## src/rtl/kdc_pkg.sv

```systemverilog
`timescale 1ns / 1ps
// Package for the k-mer distinct counter: shared constants, the controller state type,
// the command and status bundles between controller and datapath, and decode helpers.
// Depends on nothing; every other file of the block imports it.
package kdc_pkg;

  // Default sizes handed to the top-level parameters.
  localparam int unsigned TableDepthDef = 65536;
  localparam int unsigned LenBitsDef    = 32;

  // Fixed field and state widths.
  localparam int unsigned CharW   = 8;
  localparam int unsigned KlenW   = 5;
  localparam int unsigned KeyW    = 62;
  localparam int unsigned DistW   = 17;
  localparam int unsigned PosW    = 32;
  localparam int unsigned EpochW  = 8;
  localparam int unsigned HashW   = 64;
  localparam int unsigned HalfW   = 32;

  // Configuration port layout.
  localparam int unsigned CfgAddrW = 3;
  localparam int unsigned CfgDataW = 32;
  localparam logic        RegKmerLen = 1'b0;

  // Register reset value and run saturation point.
  localparam logic [KlenW-1:0] KmerLenRst = 5'd21;
  localparam logic [KlenW-1:0] KmerMax    = 5'd31;

  // Multiplicative hash constant, split into 32-bit halves.
  localparam logic [HashW-1:0] HashMul   = 64'h9E37_79B9_7F4A_7C15;
  localparam logic [HalfW-1:0] HashMulHi = HashMul[63:32];
  localparam logic [HalfW-1:0] HashMulLo = HashMul[31:0];
  localparam int unsigned      HashShift = 29;

  // Character codes and their two-bit base codes.
  localparam logic [CharW-1:0] CharUpA = 8'h41;
  localparam logic [CharW-1:0] CharUpC = 8'h43;
  localparam logic [CharW-1:0] CharUpG = 8'h47;
  localparam logic [CharW-1:0] CharUpT = 8'h54;
  localparam logic [CharW-1:0] CharLoA = 8'h61;
  localparam logic [CharW-1:0] CharLoC = 8'h63;
  localparam logic [CharW-1:0] CharLoG = 8'h67;
  localparam logic [CharW-1:0] CharLoT = 8'h74;

  localparam logic [1:0] BaseA = 2'd0;
  localparam logic [1:0] BaseC = 2'd1;
  localparam logic [1:0] BaseG = 2'd2;
  localparam logic [1:0] BaseT = 2'd3;

  // Controller states.
  typedef enum logic [3:0] {
    StSweep,
    StIdle,
    StMul0,
    StMul1,
    StMul2,
    StMix,
    StMod,
    StRead,
    StCheck,
    StFinish
  } kdc_state_e;

  // Commands from the controller to the datapath.
  typedef struct packed {
    logic accept;
    logic mul0;
    logic mul1;
    logic mul2;
    logic mix;
    logic mod_step;
    logic rd_en;
    logic probe_next;
    logic insert;
    logic set_ovf;
    logic emit;
    logic sweep_wr;
  } cmd_t;

  // Status from the datapath to the controller.
  typedef struct packed {
    logic ins_req;
    logic last;
    logic mod_done;
    logic slot_empty;
    logic key_match;
    logic probe_end;
    logic out_busy;
    logic sweep_done;
    logic epoch_wrap;
  } sts_t;

  // Decodes a character: bit 2 is set for a base, bits 1:0 hold its code.
  function automatic logic [2:0] base_decode(input logic [CharW-1:0] c);
    logic [2:0] r;
    case (c) inside
      CharUpA, CharLoA: r = {1'b1, BaseA};
      CharUpC, CharLoC: r = {1'b1, BaseC};
      CharUpG, CharLoG: r = {1'b1, BaseG};
      CharUpT, CharLoT: r = {1'b1, BaseT};
      default:          r = '0;
    endcase
    return r;
  endfunction

  // Mask that keeps the low 2k bits of the rolling code.
  function automatic logic [KeyW-1:0] kmer_mask(input logic [KlenW-1:0] k);
    logic [KeyW-1:0] m;
    m = '0;
    for (int i = 0; i < KeyW / 2; i++) begin
      m[2*i +: 2] = (KlenW'(i) < k) ? 2'b11 : 2'b00;
    end
    return m;
  endfunction

endpackage

```

## src/rtl/kdc_ctrl.sv

```systemverilog
`timescale 1ns / 1ps
// Controller of the k-mer distinct counter: sequences accept, hashing, table probes,
// result hand-off and the table clearing pass. Depends on kdc_pkg.
module kdc_ctrl (
  input  logic          clk_i,
  input  logic          rst_ni,
  input  logic          in_valid_i,
  output logic          in_ready_o,
  input  kdc_pkg::sts_t sts_i,
  output kdc_pkg::cmd_t cmd_o
);
  import kdc_pkg::*;

  kdc_state_e state_q, state_d;

  // State register; reset starts with a clearing pass over the table.
  always_ff @(posedge clk_i or negedge rst_ni) begin
    if (!rst_ni) begin
      state_q <= StSweep;
    end else begin
      state_q <= state_d;
    end
  end

  // Next-state logic.
  always_comb begin
    state_d = state_q;
    unique case (state_q)
      StSweep:  if (sts_i.sweep_done) state_d = StIdle;
      StIdle:   if (in_valid_i) state_d = StMul0;
      StMul0:   state_d = sts_i.ins_req ? StMul1 : StFinish;
      StMul1:   state_d = StMul2;
      StMul2:   state_d = StMix;
      StMix:    state_d = StMod;
      StMod:    if (sts_i.mod_done) state_d = StRead;
      StRead:   state_d = StCheck;
      StCheck: begin
        if (sts_i.slot_empty || sts_i.key_match || sts_i.probe_end) begin
          state_d = StFinish;
        end else begin
          state_d = StRead;
        end
      end
      StFinish: begin
        if (!sts_i.last) begin
          state_d = StIdle;
        end else if (!sts_i.out_busy) begin
          state_d = sts_i.epoch_wrap ? StSweep : StIdle;
        end
      end
      default:  state_d = StSweep;
    endcase
  end

  // Command outputs.
  always_comb begin
    cmd_o = '0;
    unique case (state_q)
      StSweep: cmd_o.sweep_wr = 1'b1;
      StIdle:  cmd_o.accept   = in_valid_i;
      StMul0:  cmd_o.mul0     = 1'b1;
      StMul1:  cmd_o.mul1     = 1'b1;
      StMul2:  cmd_o.mul2     = 1'b1;
      StMix:   cmd_o.mix      = 1'b1;
      StMod:   cmd_o.mod_step = 1'b1;
      StRead:  cmd_o.rd_en    = 1'b1;
      StCheck: begin
        if (sts_i.slot_empty) begin
          cmd_o.insert = 1'b1;
        end else if (!sts_i.key_match) begin
          cmd_o.set_ovf    = sts_i.probe_end;
          cmd_o.probe_next = !sts_i.probe_end;
        end
      end
      StFinish: cmd_o.emit = sts_i.last && !sts_i.out_busy;
      default: cmd_o = '0;
    endcase
  end

  assign in_ready_o = (state_q == StIdle);

endmodule

```

## config.mk

```make
export PLATFORM = sky130hd
export DESIGN_NAME = kdc_ctrl
export DESIGN_NICKNAME = d
export VERILOG_FILES = /design/src/rtl/kdc_pkg.sv /design/src/rtl/kdc_ctrl.sv
export SDC_FILE = /design/constraint.sdc
export NUM_CORES = 1
export LEC_CHECK = 0
export BUFFER_PORTS_ARGS = -buffer_cell sky130_fd_sc_hd__buf_2
export CAP_MARGIN = 15
export CORE_AREA = 2 2 39 41
export DETAILED_ROUTE_END_ITERATION = 16
export DIE_AREA = 0 0 41 43
export REMOVE_ABC_BUFFERS = 1
export SLEW_MARGIN = 20
export SYNTH_ARGS = -nofsm -noshare
export SYNTH_HDL_FRONTEND = slang
export SYNTH_SLANG_ARGS = --single-unit
export TNS_END_PERCENT = 100
```

## constraint.sdc

```tcl
create_clock -name clk_i -period 1.8 [get_ports clk_i]
set_clock_uncertainty 0.05 [all_clocks]
set_input_delay 0.36 -clock clk_i [delete_from_list [all_inputs] [get_ports clk_i]]
set_output_delay 0.36 -clock clk_i [all_outputs]
set_load 0.03 [all_outputs]
```

Word-level counts from Yosys, hierarchy flattened --
Cells that the tools add are included.
Storage, ports and cells: register bits 4, input port bits 12, output and inout bits 13, word-level logic and storage cells 45
Operators by class: equal/unequal tests 13, mux-type cells 24, reduce and logical (&&, ||, !) cells 7
Operators with widths (number):
- $pmux W4 S10 | 1
- $mux W4 | 7
- $eq A4 B3 Y1 const B | 4
- $mux W1 | 15
- $eq A4 B2 Y1 const B | 2
- $eq A4 B4 Y1 const B | 2
- $ne A2 B2 Y1 const B | 3
- $eq A4 B1 Y1 const B | 1
- $logic_not A4 Y1 | 1
- $reduce_and A4 Y1 | 1
- $mux W3 | 1
- $ne A3 B3 Y1 const B | 1
- $logic_not A1 Y1 | 2
- $logic_or A1 B1 Y1 | 2
- $logic_and A1 B1 Y1 | 1

Depth between registers and ports, before layout --
Gate-level depths: netlist of the first run.
depth in word-level cells 4, gate-level depth with buffers 5, gate-level depth less buffers 4

Worst setup path before layout of the first run --
No wires, ideal clock.
kind register to output, start register state_q[3], end output cmd_o[11] in the netlist's numbering, data arrival time 1.726 ns, setup slack -0.336 ns, stages on the path, launching flop included 4, path buffers 1, path through dfrtp_1 -> buf_2 -> nor3_1 -> and2_1
RTL lines:
- from (decl) | line kdc_ctrl.sv:14 | kdc_state_e state_q, state_d;
- from (signal assigned) | line kdc_ctrl.sv:19 | state_q <= StSweep;
- from (signal assigned) | line kdc_ctrl.sv:21 | state_q <= state_d;
- to (decl) | line kdc_ctrl.sv:10 | output kdc_pkg::cmd_t cmd_o

==> results of run 1 <==
worst max path at each step:
stage | start | endpoint | slack (ps) | cells after the start
floorplan | state_q[1] | cmd_o[11] | -400 | 3
global placement | sts_i[5] | cmd_o[4] | 90 | 4
detailed placement | state_q[0] | state_q[0] | 90 | 3
CTS | state_q[3] | cmd_o[8] | 2 | 4
global route | state_q[0] | cmd_o[2] | -10 | 3
finish | sts_i[5] | cmd_o[4] | 50 | 4
routing by layer:
metal	track usage [%]	up-vias	wire (um)
li1	-	238	-
met1	15.7	221	460
met2	21.6	18	645
met3	1.57	0	67
met4	8.00	0	0
met5	0	-	0
worst max-delay path, stage by stage:
cell                     delay (ps)
sky130_fd_sc_hd__buf_2          110
sky130_fd_sc_hd__or3_1          420
sky130_fd_sc_hd__nor4_2         200
sky130_fd_sc_hd__buf_2          250
Yosys cell counts, drive strengths merged (2+ instances only):
cell type / n
or3: 2
mux2: 3
dfrtp: 4
nand2b: 4
buf: 4
and2: 2
nor4: 2
o21ai: 2
nor2: 5
nor3: 5
nand2: 5
cells by family (layout without fill, tap and decap cells):
group | Yosys count | count (layout) | share of synthesized area (%)
simple gates | 27 | 27 | 40.2
compound gates | 10 | 10 | 22.5
buf+inv | 5 | 35 | 5.49
flops | 4 | 4 | 23.1
mux | 3 | 3 | 8.67
timing repair:
action,4_1_cts,5_1_grt
hold endpoints to repair,4,0
setup endpoints to repair,8,8
gates resized for setup,7,14
pin swaps,0,0
hold buffers,1,0
final cells by class:
type                       count  area [um^2]  share of cell area, %
multi-input combinational     40          354                   50.9
tap                           16         20.0                   2.88
timing repair buffer          31          193                   27.7
sequential                     4          103                   14.7
inverter                       1         3.75                  0.540
clock buffer                   3         22.5                   3.24
power by group:
| group | internal (uW) | switching (uW) |
|---|---|---|
| Sequential | 136 | 75.4 |
| Combinational | 370 | 455 |
| Clock | 74.4 | 34.2 |
| Total | 580 | 565 |
metrics by stage:
step,hold WS [ps],worst slack (ps),total power (uW),TNS [ps]
2_1_floorplan,14.4,-400,695,-924
3_3_place_gp,118,90.0,908,0
3_5_place_dp,118,85.2,908,0
4_1_cts,391,1.71,1070,0
5_1_grt,408,-12.3,1230,-28.2
6_report,389,46.2,1140,0
==> impl_metrics.sql, run 1 <==
INSERT INTO impl_metrics (metric_group, metric, value, unit) VALUES
('grt', 'number_of_global_route_vias_before_repair', '426', ''),
('finish', 'final_common_cell', 'sky130_fd_sc_hd__buf_2', ''),
('finish', 'finish.instance_area', '696', 'um^2'),
('grt', 'grt_start_max_net_pins', '11', ''),
('worst_hold_path', 'hp_start', 'sts_i[8]', ''),
('worst_hold_path', 'worstHoldPathType', 'input port to register', ''),
('timing', 'tightest_slew', '284', 'ps'),
('finish', 'layout_top_registers', 'state_q: 4 flops', ''),
('place', 'place.detailed.hpwl', '837', 'um'),
('logic_synthesis', 'synth-edff-count', '0', ''),
('critical_path', 'critical_path.reg2reg.startpoint', 'state_q[0]', ''),
('cts', 'clk-insertion-delay-late', '230', 'ps'),
('worst_hold_path', 'min_to', 'state_q[3]', ''),
('logic_synthesis', 'synth.cell_area', '433', 'um^2'),
('logic_synthesis', 'synth_area_leader_cell', 'sky130_fd_sc_hd__dfrtp_1', ''),
('finish', 'net_count_of_the_finished_layout', '93', ''),
('power_and_ir_drop', 'ir_drop', '505', 'uV'),
('detailed_routing', 'dr.pass1.iters', '4', ''),
('floorplanning', 'dieArea', '1760', 'um^2'),
('detailed_routing', 'first_iter_violations', '10', ''),
('floorplanning', 'die_height', '43', 'um'),
('critical_path', 'r2r.worst_path.cells', '3', ''),
('detailed_routing', 'final_antenna_net_count', '0', ''),
('flow_run', 'maxCapViolCount', '0', ''),
('cts', 'clk_transition_reported_paths', '40', 'ps'),
('timing', 'rsz_0062_raised_after_global_routing', 'true', ''),
('power_and_ir_drop', 'p_leak', '0.000339', 'uW'),
('critical_path', 'timing.critical_path.to_type', 'output port', ''),
('logic_synthesis', 'post_synth.cell_area_avg', '8.84', 'um^2'),
('finish', 'layout.filler_cells', '133', ''),
('logic_synthesis', 'async_sr_flop_fraction', '100', '%'),
('finish', 'n_antenna_cell', '0', ''),
('grt', 'grt_remaining_overflow', '0', ''),
('place', 'gp_congestion', '0.668', ''),
('timing', 'timing_hold_violations_final', '0', ''),
('detailed_routing', 'vias_per_cell', '5.02', ''),
('critical_path', 'cp_data_arrival_time', '1340', 'ps'),
('finish', 'largest_register_ffs', '4', ''),
('logic_synthesis', 'seq_area_frac_synth', '23.1', '%'),
('worst_hold_path', 'min_path_cells', '4', ''),
('grt', 'antenna_found_initial', '0', ''),
('place', 'placement.cell_area', '598', 'um^2'),
('cts', 'cts_tree', 'built', ''),
('status', 'status', 'complete, no violations', ''),
('logic_synthesis', 'synth.top_cell.area_share', '23.1', '%'),
('finish', 'post_layout_nonfiller_instances', '95', ''),
('critical_path', 'worstReg2RegEnd', 'state_q[0]', ''),
('critical_path', 'worst-endpoint-required', '1390', 'ps'),
('power_and_ir_drop', 'power_per_cell_area', '1650', 'nW/um^2'),
('timing', 'max-slew-margin-rel', '81.0', '%'),
('detailed_routing', 'routed_wl', '1170', 'um'),
('cts', 'cts_buffer_depth', '2', ''),
('detailed_routing', 'drcViolationCount', '0', ''),
('timing', 'fmaxAchievable', '570', 'MHz'),
('timing', 'final_min_period_over_clock_period', '97.4', '%'),
('logic_synthesis', 'synth.ff_latch_count', '4', ''),
('floorplanning', 'fp.dieW', '41', 'um'),
('finish', 'final_layout_size_suffix_gt1_share', '65.8', '%'),
('critical_path', 'worst_case_register_to_register_setup_slack', '170', 'ps'),
('floorplanning', 'i_o_pin_count', '25', ''),
('finish', 'layout_common_cells', 'sky130_fd_sc_hd__buf_2 (17), sky130_fd_sc_hd__buf_4 (12), sky130_fd_sc_hd__nand2_1 (5)', ''),
('cts', 'post_cts_buffers', '0', ''),
('timing', 'report.final.setup_viol', '0', ''),
('detailed_routing', 'vias', '477', ''),
('logic_synthesis', 'ys_types', '28', ''),
('place', 'dpl.cell_count', '91', ''),
('critical_path', 'cp_max_fo', '3', ''),
('finish', 'layout-area-overhead-vs-synth', '60.7', '%'),
('grt', 'global_route_wire_length_before_repair', '1610', 'um'),
('logic_synthesis', 'ys_dominant_reg_cell', 'sky130_fd_sc_hd__dfrtp_1', ''),
('floorplanning', 'initial_core_util', '31.3', '%');
(Power assumes the default switching activity.)
==> inputs of run 2 (changes only) <==
- ABC_AREA: not set -> 1
==> run 2 against run 1 <==
Net effect: die area unchanged; first-iteration DRC count up 30%; sequential share of layout area up 1.6 points; core utilization shrank 6.1 points; critical path depth grew 1; critical path type is now register to output port; area after synthesis decreased by 8.1%.
==> impl_metrics.sql, run 2 <==
INSERT INTO impl_metrics (metric_group, metric, value, unit) VALUES
('power_and_ir_drop', 'ir_drop', '803', 'uV'),
('detailed_routing', 'final_antenna_net_count', '0', ''),
('detailed_routing', 'detailroute.wirelength.met3', '67', 'um'),
('finish', 'final_common_cell', 'sky130_fd_sc_hd__buf_2', ''),
('logic_synthesis', 'ys_dominant_reg_cell', 'sky130_fd_sc_hd__dfrtp_1', ''),
('critical_path', 'cp_max_fo', '4', ''),
('finish', 'top_register', 'state_q', ''),
('cts', 'clock_sink_count', '4', ''),
('logic_synthesis', 'synth_xor_xnor_area_share', '0', '%'),
('logic_synthesis', 'synth_area_leader_cell', 'sky130_fd_sc_hd__dfrtp_1', ''),
('power_and_ir_drop', 'clock_power_share', '9.9', '%'),
('grt', 'grt_util_all_layers', '13.8', '%'),
('cts', 'ctsRootBufferMaster', 'sky130_fd_sc_hd__clkbuf_4', ''),
('finish', 'n_antenna_cell', '0', ''),
('critical_path', 'critical_path.reg2reg.startpoint', 'state_q[1]', ''),
('detailed_routing', 'routed_wl', '1120', 'um'),
('cts', 'clk-insertion-delay-late', '230', 'ps'),
('cts', 'cts_buffer_depth', '2', ''),
('floorplanning', 'die_height', '43', 'um'),
('finish', 'layout_common_cells', 'sky130_fd_sc_hd__buf_2 (23), sky130_fd_sc_hd__nand2_1 (18), sky130_fd_sc_hd__nor2_1 (18), sky130_fd_sc_hd__inv_1 (9), sky130_fd_sc_hd__nand3_1 (8)', ''),
('timing', 'fmaxAchievable', '578', 'MHz'),
('timing', 'report.final.setup_viol', '0', ''),
('grt', 'grt_remaining_overflow', '0', ''),
('power_and_ir_drop', 'power.share.combinational', '73.2', '%'),
('worst_hold_path', 'hp_start', 'sts_i[8]', ''),
('critical_path', 'r2r.worst_path.cells', '7', ''),
('worst_hold_path', 'worstHoldPathType', 'input port to register', ''),
('floorplanning', 'dieArea', '1760', 'um^2'),
('detailed_routing', 'vias_per_cell', '4.45', ''),
('critical_path', 'worstReg2RegEnd', 'state_q[0]', ''),
('detailed_routing', 'dr.pass1.iters', '4', ''),
('detailed_routing', 'wl_met2', '588', 'um'),
('floorplanning', 'fp.dieW', '41', 'um'),
('floorplanning', 'i_o_pin_count', '25', ''),
('place', 'gp_congestion', '0.833', ''),
('timing', 'timing_hold_violations_final', '0', ''),
('timing', 'rsz_0062_raised_after_global_routing', 'false', ''),
('detailed_routing', 'vias', '538', ''),
('logic_synthesis', 'yosys.cell_count.top_type', 'sky130_fd_sc_hd__nand2_1', ''),
('critical_path', 'critical_path.startpoint_type', 'register', ''),
('floorplanning', 'core_region_area', '1380', 'um^2'),
('critical_path', 'cp_data_arrival_time', '1320', 'ps'),
('detailed_routing', 'drt-met1-wl', '459', 'um'),
('critical_path', 'crit_type', 'register to output port', ''),
('status', 'status', 'complete, no violations', ''),
('detailed_routing', 'highest_layer', 'met3', ''),
('power_and_ir_drop', 'report.power.total', '1060', 'uW'),
('timing', 'post-route-worst-setup-slack', '70.4', 'ps'),
('finish', 'area.sequential', '100', 'um^2'),
('logic_synthesis', 'post_synth_fa_ha_maj_area_fraction', '0', '%'),
('logic_synthesis', 'postSynthCellCount', '73', ''),
('grt', 'grt_start_max_net_pins', '6', ''),
('critical_path', 'timing.critical_path.to_type', 'output port', ''),
('grt', 'number_of_global_route_vias_before_repair', '473', ''),
('logic_synthesis', 'synth-simple-area-share', '57.5', '%'),
('power_and_ir_drop', 'pint', '465', 'uW'),
('worst_hold_path', 'min_to', 'state_q[3]', ''),
('logic_synthesis', 'ys.warnings.count', '0', ''),
('timing', 'worst_hold_slack', '324', 'ps'),
('critical_path', 'worst_case_register_to_register_setup_slack', '470', 'ps'),
('power_and_ir_drop', 'power_per_cell_area', '1730', 'nW/um^2'),
('power_and_ir_drop', 'p_seq_share', '16.8', '%'),
('place', 'port_buffers', '24', ''),
('logic_synthesis', 'synth.area.mux_share', '0', '%'),
('logic_synthesis', 'main_combinational_cell_family_by_area_after_synthesis', 'simple AND/OR/NAND/NOR gates', ''),
('worst_hold_path', 'min_path_cells', '2', ''),
('power_and_ir_drop', 'netSwitchingPower', '594', 'uW'),
('critical_path', 'worst-endpoint-required', '1390', 'ps'),
('finish', 'layout-area-overhead-vs-synth', '53.5', '%'),
('finish', 'final_layout_size_suffix_gt1_share', '39.0', '%'),
('finish', 'layout.filler_cells', '160', ''),
('floorplanning', 'rows', '14', ''),
('grt', 'antenna_found_initial', '0', ''),
('logic_synthesis', 'seq_area_frac_synth', '25.2', '%'),
('flow_run', 'maxCapViolCount', '0', ''),
('cts', 'number_of_buffers_inserted_during_clock_tree_synthesis', '3', ''),
('finish', 'layout_top_registers', 'state_q: 4 flops', ''),
('cts', 'clk_transition_reported_paths', '40', 'ps'),
('floorplanning', 'initial_core_util', '28.8', '%'),
('logic_synthesis', 'synth.cell_area', '398', 'um^2'),
('finish', 'largest_register_ffs', '4', ''),
('logic_synthesis', 'synth-edff-count', '0', ''),
('finish', 'net_count_of_the_finished_layout', '119', ''),
('grt', 'global_route_wire_length_before_repair', '1700', 'um'),
('logic_synthesis', 'async_sr_flop_fraction', '100', '%'),
('cts', 'cts_tree', 'built', ''),
('detailed_routing', 'first_iter_violations', '13', ''),
('timing', 'timing.final.crit_period', '1730', 'ps'),
('logic_synthesis', 'synth.top_cell.area_share', '25.2', '%'),
('power_and_ir_drop', 'p_leak', '0.000385', 'uW'),
('place', 'place_ws', '230', 'ps'),
('logic_synthesis', 'yosys-top-cells-area', 'sky130_fd_sc_hd__dfrtp_1 (25%), sky130_fd_sc_hd__nand2_1 (18%), sky130_fd_sc_hd__nor2_1 (17%), sky130_fd_sc_hd__nand3_1 (10%), sky130_fd_sc_hd__inv_1 (9.4%)', ''),
('timing', 'max-slew-margin-rel', '88.0', '%'),
('place', 'place.detailed.hpwl', '889', 'um'),
('detailed_routing', 'drcViolationCount', '0', ''),
('logic_synthesis', 'synth_compound_area_share', '5.03', '%'),
('logic_synthesis', 'post_synth.cell_area_avg', '5.45', 'um^2'),
('timing', 'slew_viol_final', '0', ''),
('logic_synthesis', 'synth.ff_latch_count', '4', ''),
('finish', 'multi_input_area', '256', 'um^2'),
('cts', 'cts_max_level', '1', ''),
('logic_synthesis', 'ys_types', '13', ''),
('detailed_routing', 'routed_wire_length_per_instance', '9.21', 'um'),
('power_and_ir_drop', 'power_switching_share', '56.1', '%'),
('logic_synthesis', 'yosys-top-cells-count', 'sky130_fd_sc_hd__nand2_1 (19), sky130_fd_sc_hd__nor2_1 (18), sky130_fd_sc_hd__inv_1 (10), sky130_fd_sc_hd__nand3_1 (8), sky130_fd_sc_hd__dfrtp_1 (4)', ''),
('timing', 'final_min_period_over_clock_period', '96.1', '%'),
('timing', 'tightest_slew', '179', 'ps');
## run 2: cell types whose count changed after synthesis, moves of 3 or more
| cell | previous run | this run |
|---|---|---|
| sky130_fd_sc_hd__buf_2 | 4 | 0 |
| sky130_fd_sc_hd__inv_1 | 1 | 10 |
| sky130_fd_sc_hd__nor2_2 | 0 | 3 |
| sky130_fd_sc_hd__inv_2 | 0 | 3 |
| sky130_fd_sc_hd__nand2_1 | 5 | 19 |
| sky130_fd_sc_hd__nand3_1 | 0 | 8 |
| sky130_fd_sc_hd__nor2_1 | 5 | 18 |
## run 2: logic make-up (layout without fill, tap and decap cells)
logic type / count (synthesis) / count (layout)
DFF: 4 / 4
AOI/OAI and AO/OA: 3 / 3
buffers and inverters: 13 / 45
and+or+nand+nor: 53 / 53
## run 2: repair_timing
| action | 4_1_cts | 5_1_grt |
|---|---|---|
| cloned | 0 | 0 |
| resized for setup | 1 | 3 |
| hold buffers | 1 | 0 |
| buffers inserted | 3 | 1 |
| endpoints found under the setup margin | 1 | 3 |
| pin swaps | 1 | 1 |
| endpoints found under the hold margin | 4 | 0 |
## run 2: area by class of cell
class / instances / share of cell area [%]
Timing Repair Buffer: 29 / 26.6
Multi-Input combinational cell: 56 / 42.0
Tap cell: 16 / 3.28
Inverter: 13 / 7.99
Clock buffer: 3 / 3.69
Sequential cell: 4 / 16.4
## run 2: through the flow
stage | cell area (um^2) | util (%) | setup TNS (ps) | instances
after floorplan | 398 | - | -25.5 | 73
after global placement | 538 | 38.9 | 0 | 113
after detailed placement | 538 | 38.9 | 0 | 113
after CTS | 596 | 43.0 | 0 | 120
after global routing | 611 | 44.1 | 0 | 121
final | 611 | 44.1 | 0 | 121
## run 2: power groups by stage
stage          sequential, uW  combinational (uW)  clock [uW]
6_report                  178                 776         105
5_1_grt                   179                 868         113
4_1_cts                   178                 747         111
3_5_place_dp              194                 688           0
3_3_place_gp              193                 692           0
2_1_floorplan             184                 526           0
## run 2: worst max-delay path, cell delays in order (launching register included)
cell                      delay [ps]
sky130_fd_sc_hd__dfrtp_1         390
sky130_fd_sc_hd__buf_4           160
sky130_fd_sc_hd__nor2_2          170
sky130_fd_sc_hd__nand3_1         100
sky130_fd_sc_hd__nor2_1           80
sky130_fd_sc_hd__buf_2           200
## run 2: how the worst max path moves through the flow
stage | from | endpoint | cells after the start
3_5_place_dp | state_q[1] | cmd_o[2] | 6
3_3_place_gp | state_q[0] | cmd_o[2] | 6
6_report | state_q[1] | cmd_o[1] | 5
2_1_floorplan | state_q[0] | cmd_o[2] | 5
5_1_grt | state_q[3] | cmd_o[10] | 4
4_1_cts | state_q[0] | cmd_o[2] | 6
## run 2: layer usage
metal  vias up  GRT usage (%)
li1        291              -
met1       233           16.7
met2        14           24.1
met3         0           1.57
met4         0           4.00
met5         -              0
